**src/design/ssmd_pkg.sv**
```systemverilog
// Package for the seven-segment message driver.
// Holds the digit count, payload structs, cell data type and the segment font.
// No dependencies.
`default_nettype none

package ssmd_pkg;

  // Number of display digits, and therefore of segment bytes per request.
  localparam int unsigned DIGITS = 5;

  localparam int unsigned CodeW  = 6;
  localparam int unsigned ValW   = 32;
  localparam int unsigned SlotsW = DIGITS * CodeW;
  localparam int unsigned IdxW   = (DIGITS > 1) ? $clog2(DIGITS) : 1;
  localparam int unsigned PosW   = 3;
  localparam int unsigned QuotW  = 29;

  // Exact division by ten for any 32-bit value: (x * RecipTen) >> RecipShift.
  localparam logic [ValW-1:0] RecipTen   = 32'hCCCC_CCCD;
  localparam int unsigned     RecipShift = 35;

  localparam logic [IdxW-1:0] LastIdx = IdxW'(DIGITS - 1);

  typedef logic [CodeW-1:0] code_t;

  typedef enum logic {
    OP_CODES  = 1'b0,
    OP_NUMBER = 1'b1
  } op_e;

  typedef struct packed {
    logic        op;
    logic [29:0] codes;
    logic [31:0] number;
  } ssmd_in_t;

  typedef struct packed {
    logic [7:0]      segments;
    logic [PosW-1:0] position;
    logic            last;
  } ssmd_out_t;

  // What travels from cell to cell: the mode, the value still to be taken
  // apart, and the character codes collected so far.
  typedef struct packed {
    logic              op;
    logic [ValW-1:0]   value;
    logic [SlotsW-1:0] slots;
  } cell_data_t;

  // Segment font, bit 0 = a through bit 6 = g. Codes past the font are blank.
  function automatic logic [7:0] glyph_of(code_t code);
    logic [7:0] seg;
    unique case (code)
      6'd0:  seg = 8'h3F;
      6'd1:  seg = 8'h06;
      6'd2:  seg = 8'h5B;
      6'd3:  seg = 8'h4F;
      6'd4:  seg = 8'h66;
      6'd5:  seg = 8'h6D;
      6'd6:  seg = 8'h7D;
      6'd7:  seg = 8'h07;
      6'd8:  seg = 8'h7F;
      6'd9:  seg = 8'h6F;
      6'd11: seg = 8'h40;
      6'd16: seg = 8'h77;
      6'd17: seg = 8'h7C;
      6'd18: seg = 8'h39;
      6'd19: seg = 8'h5E;
      6'd20: seg = 8'h79;
      6'd21: seg = 8'h71;
      6'd22: seg = 8'h3D;
      6'd23: seg = 8'h76;
      6'd24: seg = 8'h30;
      6'd25: seg = 8'h0E;
      6'd26: seg = 8'h7A;
      6'd27: seg = 8'h38;
      6'd29: seg = 8'h54;
      6'd30: seg = 8'h3F;
      6'd31: seg = 8'h73;
      6'd33: seg = 8'h50;
      6'd34: seg = 8'h6D;
      6'd35: seg = 8'h78;
      6'd36: seg = 8'h3E;
      6'd40: seg = 8'h72;
      6'd41: seg = 8'h5B;
      default: seg = 8'h00;
    endcase
    return seg;
  endfunction

endpackage

`default_nettype wire

```
**src/design/ssmd_serializer.sv**
```systemverilog
// Byte serializer: emits one font-mapped segment byte per transaction.
// Depends on ssmd_pkg for the cell data type, output struct and font.
`default_nettype none

module ssmd_serializer import ssmd_pkg::*; (
  input  logic       clk_i,
  input  logic       rst_ni,
  input  logic       in_valid_i,
  output logic       in_ready_o,
  input  cell_data_t in_data_i,
  output logic       out_valid_o,
  input  logic       out_ready_i,
  output ssmd_out_t  out_data_o
);

  logic              valid_q;
  logic [IdxW-1:0]   idx_q;
  logic [SlotsW-1:0] slots_q;
  logic              is_last;
  logic [IdxW+PosW-1:0] pos_wide;

  assign is_last     = (idx_q == LastIdx);
  assign in_ready_o  = !valid_q || (out_ready_i && is_last);
  assign out_valid_o = valid_q;
  assign pos_wide    = {{PosW{1'b0}}, idx_q};

  always_comb begin
    out_data_o.segments = glyph_of(slots_q[CodeW*idx_q +: CodeW]);
    out_data_o.position = pos_wide[PosW-1:0];
    out_data_o.last     = is_last;
  end

  always_ff @(posedge clk_i or negedge rst_ni) begin
    if (!rst_ni) begin
      valid_q <= 1'b0;
      idx_q   <= '0;
    end else if (in_ready_o) begin
      valid_q <= in_valid_i;
      idx_q   <= '0;
    end else if (out_ready_i) begin
      idx_q <= idx_q + 1'b1;
    end
  end

  always_ff @(posedge clk_i) begin
    if (in_valid_i && in_ready_o) begin
      slots_q <= in_data_i.slots;
    end
  end

endmodule

`default_nettype wire

```
**config.mk**
```make
export PLATFORM = sky130hd
export DESIGN_NAME = ssmd_serializer
export DESIGN_NICKNAME = d
export VERILOG_FILES = /design/src/design/ssmd_pkg.sv /design/src/design/ssmd_serializer.sv
export SDC_FILE = /design/constraint.sdc
export NUM_CORES = 1
export LEC_CHECK = 0
export BUFFER_PORTS_ARGS = -buffer_cell sky130_fd_sc_hd__buf_2
export CORE_MARGIN = 4
export CORE_UTILIZATION = 50
export CTS_CLUSTER_DIAMETER = 200
export DETAILED_ROUTE_END_ITERATION = 8
export GPL_TIMING_DRIVEN = 0
export PLACE_DENSITY = 0.81
export SETUP_SLACK_MARGIN = 0.02
export SYNTH_ARGS = -nofsm -noshare
export SYNTH_HDL_FRONTEND = slang
export SYNTH_SLANG_ARGS = --single-unit
```
**constraint.sdc**
```tcl
create_clock -name clk_i -period 4.2 [get_ports clk_i]
set_input_delay 1.05 -clock clk_i [delete_from_list [all_inputs] [get_ports clk_i]]
set_output_delay 1.05 -clock clk_i [all_outputs]
set_load 0.02 [all_outputs]
```
## After elaboration in Yosys (flattened, before gate mapping)

Memory sizes are Yosys's and may differ from the RTL's.
Cells that the tools add are included.

- Bits in registers: 34
- Memories kept: 1
- ROM bits: 448

Memory list:

| name | words | width | rd ports | clocked after memory_dff | write ports | line | text |
|---|---|---|---|---|---|---|---|
| (name not given) | 64 | 7 | 1 | 0 | 0 | ssmd_pkg.sv:54 | `unique case (code)` |

- Multiply operators: 1
- Eq/ne operators: 1
- Add/sub/neg operators: 1
- Mux-type cells: 2
- Reductions and logical operators: 5
- Shifts and indexed selects: 1

Operators with widths:

| cell | number |
|---|---|
| $shiftx A30 B7 Y6 | 1 |
| $mux W3 | 2 |
| $mul A2 B3 Y5 const A | 1 |
| $add A3 B1 Y3 const B | 1 |
| $eq A3 B3 Y1 const B | 1 |
| $logic_and A1 B1 Y1 | 2 |
| $reduce_bool A2 Y1 | 1 |
| $logic_not A1 Y1 | 1 |
| $logic_or A1 B1 Y1 | 1 |

## Longest topological paths before layout

- Depth after elaboration: 4
- Gate-level depth with buffers: 11
- Gate-level depth less buffers: 9

## Worst setup path after synthesis

OpenSTA, ideal clock, no wires.

- Kind: reg-to-output
- Start: reg idx_q[0]
- End: out out_data_o[9] (netlist bit)
- Cell stages (with the launch flop): 11
- Arrival time: 2.739 ns
- Data required time: 3.150 ns
- Path buffers: 2
- Setup slack: 0.411 ns
- Path through: dfrtp_1 -> buf_6 -> buf_12 -> mux2i_1 -> o22ai_1 -> a21oi_1 -> inv_1 -> ha_1 -> o21ai_0 -> a211oi_1 -> o31ai_1

RTL lines:

| element | line | text |
|---|---|---|
| from (decl) | ssmd_serializer.sv:17 | `logic [IdxW-1:0] idx_q;` |
| from (signal assigned) | ssmd_serializer.sv:41 | `idx_q <= idx_q + 1'b1;` |
| to (decl) | ssmd_serializer.sv:13 | `output ssmd_out_t out_data_o` |

==> results.toml <==
[outcome]
status = "completed"

[timing]
setup-violations-final = 0
max_freq_mhz = 255
fin_tns_setup_ns = 0
slew_headroom = 0.177
worst_pin_slew_ns = 1.23
fin_hold_ws_ns = 0.559
skew_ns = 0.00327
grt_setup_unrepaired = "no"
min_period_over_period = 0.934
fin_crit_ns = 3.92
finalHoldViolCount = 0
slew_violations = 0

[clock_tree]
numCtsBuffers = 5
clkSinkCount = 34
cts_tree = "built"
clkLatencyLatePin_ns = 0.28
cts.clk_slew.worst_paths_ns = 0.06
root_buffer = "clkbuf_8"
clk_path_buf_depth = 2
h-tree-depth = 2
ctsHoldBuffers = 0

[final_layout]
stdcell_count = 303
final_cell_mix = "buf_2, edfxtp_1, mux2i_1, nand2_1, o21ai_0"
area_growth_pct = 18.8
regArea_mm2 = 0.00100
final_layout_size_suffix_gt1_frac = 0.352
layout_commonest_cell = "buf_2"
fillCellCount = 324
n_antenna_cell = 0
multi_input_area_mm2 = 0.00106
postLayoutCellArea_mm2 = 0.00261
nets = 329
utilization = 0.633

[global_route]
grt_pass1_wl_mm = 7.72
grt_max_degree = 31
overflow = 0
grt_pass1_vias = 1716
antenna_found_initial = 0
grt_use_total = 0.183

[pwr]
p_sw_frac = 0.497
pwr-share-clk = 0.088
internal_power_mw = 1.27
pwr-share-comb = 0.739
pwr-share-seq = 0.173
ir_drop_mv = 0.346
p_sw_mw = 1.26
p_per_area_mw_per_mm2 = 973
leakagePower_nw = 1.08

[synthesis]
ys_dominant_reg_cell = "edfxtp_1"
synth_area_mm2 = 0.00219
synth_cell_types = 59
seq_area_frac_synth = 0.456
synth_edf_count = 30
async_flop_share = 0.118
yosysWarnings = 0
syn_avg_cell_area_um2 = 11.2
synth_seq_cells = 34
synth_cells = 196
syn-num-nets = 273

[setup_path]
path_max_fanout = 11
cp-start-kind = "register"
criticalPathCategory = "register to primary output"
cp.required_ns = 3.15
arrival_ns = 2.87
cp-startpoint = "idx_q[0]"
r2r_start = "idx_q[0]"
cp-end-kind = "primary output"

[placement]
place.gp.congestion = 0.958
hpwl_mm = 3.35
dp.cells = 292
port-buffer-count = 46
place_area_mm2 = 0.00249

[die]
initial_core_util = 0.533
die_y_um = 74.2
die_x_um = 74.2
io_pins = 81
core_mm2 = 0.00412
die_area_mm2 = 0.00551
row_count = 23

[drt]
wl_mm = 4.54
viasPerCell = 5.74
ant_nets = 0
drt-wirelength-per-cell_um = 15.0
drc = 0
vias = 1740
drt_iter0_drc = 255
drtPass1Iterations = 4

[job]
drv_cap = 0

[worst_hold_path]
min_path_type = "primary input to asynchronous set/reset pin"
what timing repair did:
item	CTS	global route
gates resized for setup	1	1
pin swaps	0	1
buffers inserted	0	3
endpoints found under the setup margin	7	6
hold endpoints to repair	0	0
worst max-delay path: stages (launching register included):
cell and delay [ns]:
dfrtp_1 0.38, buf_6 0.16, buf_12 0.13, nor3b_1 0.41, a21oi_4 0.19, inv_1 0.16
ha_1 0.24, a21bo_2 0.24, a211oi_1 0.26, a211oi_1 0.09, o22ai_1 0.15, buf_2 0.18
power by group through the flow:
stage | sequential, mW | clock (mW) | combinational (mW)
4_1_cts | 0.440 | 0.231 | 1.80
3_3_place_gp | 0.445 | 0 | 1.78
6_report | 0.439 | 0.222 | 1.87
2_1_floorplan | 0.459 | 0 | 1.36
5_1_grt | 0.446 | 0.249 | 2.04
3_5_place_dp | 0.447 | 0 | 1.79
metal layers:
| metal | track usage | up-vias | wire length, um |
|---|---|---|---|
| met1 | 0.241 | 768 | 1830 |
| met5 | 0 | - | 0 |
| met2 | 0.284 | 111 | 2170 |
| met3 | 0.0473 | 10 | 476 |
| met4 | 0.0830 | 0 | 68 |
| li1 | - | 851 | - |
sequential cells by signal, summed over array words and instances (netlist names):
register and cells:
slots_q 30, out_valid_o 1, idx_q 3
final timing paths:
kind                       slack (ns)            end  depth (start not counted)
setup / recovery                 0.28  out_data_o[4]                         11
hold / removal                   0.56    out_valid_o                          1
setup reg to reg                 1.73    slots_q[18]                          8
hold reg to reg                  0.56       idx_q[2]                          1
max in group asynchronous        3.52       idx_q[2]                          1
min in group clk_i               0.56       idx_q[2]                          1
per-stage QoR:
| step | power [mW] | setup WS (ns) |
|---|---|---|
| 2_1_floorplan | 1.82 | 0.411 |
| 3_5_place_dp | 2.24 | 0.170 |
| 3_3_place_gp | 2.23 | 0.147 |
| 4_1_cts | 2.47 | 0.141 |
| 6_report | 2.54 | 0.276 |
| 5_1_grt | 2.74 | 0.0306 |
Yosys cell counts, types with 2 or more instances:
cell type / instances / share of area
nand3_1: 8 / 0.018
a21oi_1: 3 / 0.0068
ha_1: 10 / 0.057
buf_4: 2 / 0.0068
nor2_1: 11 / 0.019
nand2b_1: 2 / 0.0057
buf_2: 6 / 0.014
o22ai_1: 4 / 0.011
dfrtp_1: 4 / 0.046
and2_1: 4 / 0.011
inv_1: 5 / 0.0086
o31ai_1: 2 / 0.0068
nor3_1: 5 / 0.011
mux2i_1: 15 / 0.068
a211oi_1: 5 / 0.017
mux2_2: 3 / 0.015
nand2_1: 15 / 0.026
o211ai_1: 3 / 0.010
buf_6: 5 / 0.026
o21ai_0: 12 / 0.027
a31oi_1: 4 / 0.011
edfxtp_1: 30 / 0.41
and2_4: 2 / 0.0080
cell type report:
type                            instances  area share
Inverter                                6     0.00961
Sequential cell                        34       0.384
Timing Repair Buffer                   49      0.0970
Tap cell                               50      0.0240
Buffer                                 14      0.0466
Clock buffer                            5      0.0264
Clock inverter                          3     0.00624
Multi-Input combinational cell        142       0.406
cell families after synthesis:
| family | synth area share |
|---|---|
| simple gates | 0.149 |
| compound gates | 0.169 |
| flops | 0.456 |
| mux | 0.0958 |
| buf+inv | 0.0667 |
| fa+ha+maj | 0.0570 |
| other cells | 0.00171 |
| xor+xnor | 0.00399 |
No activity file was read; power rests on OpenSTA's default activity.
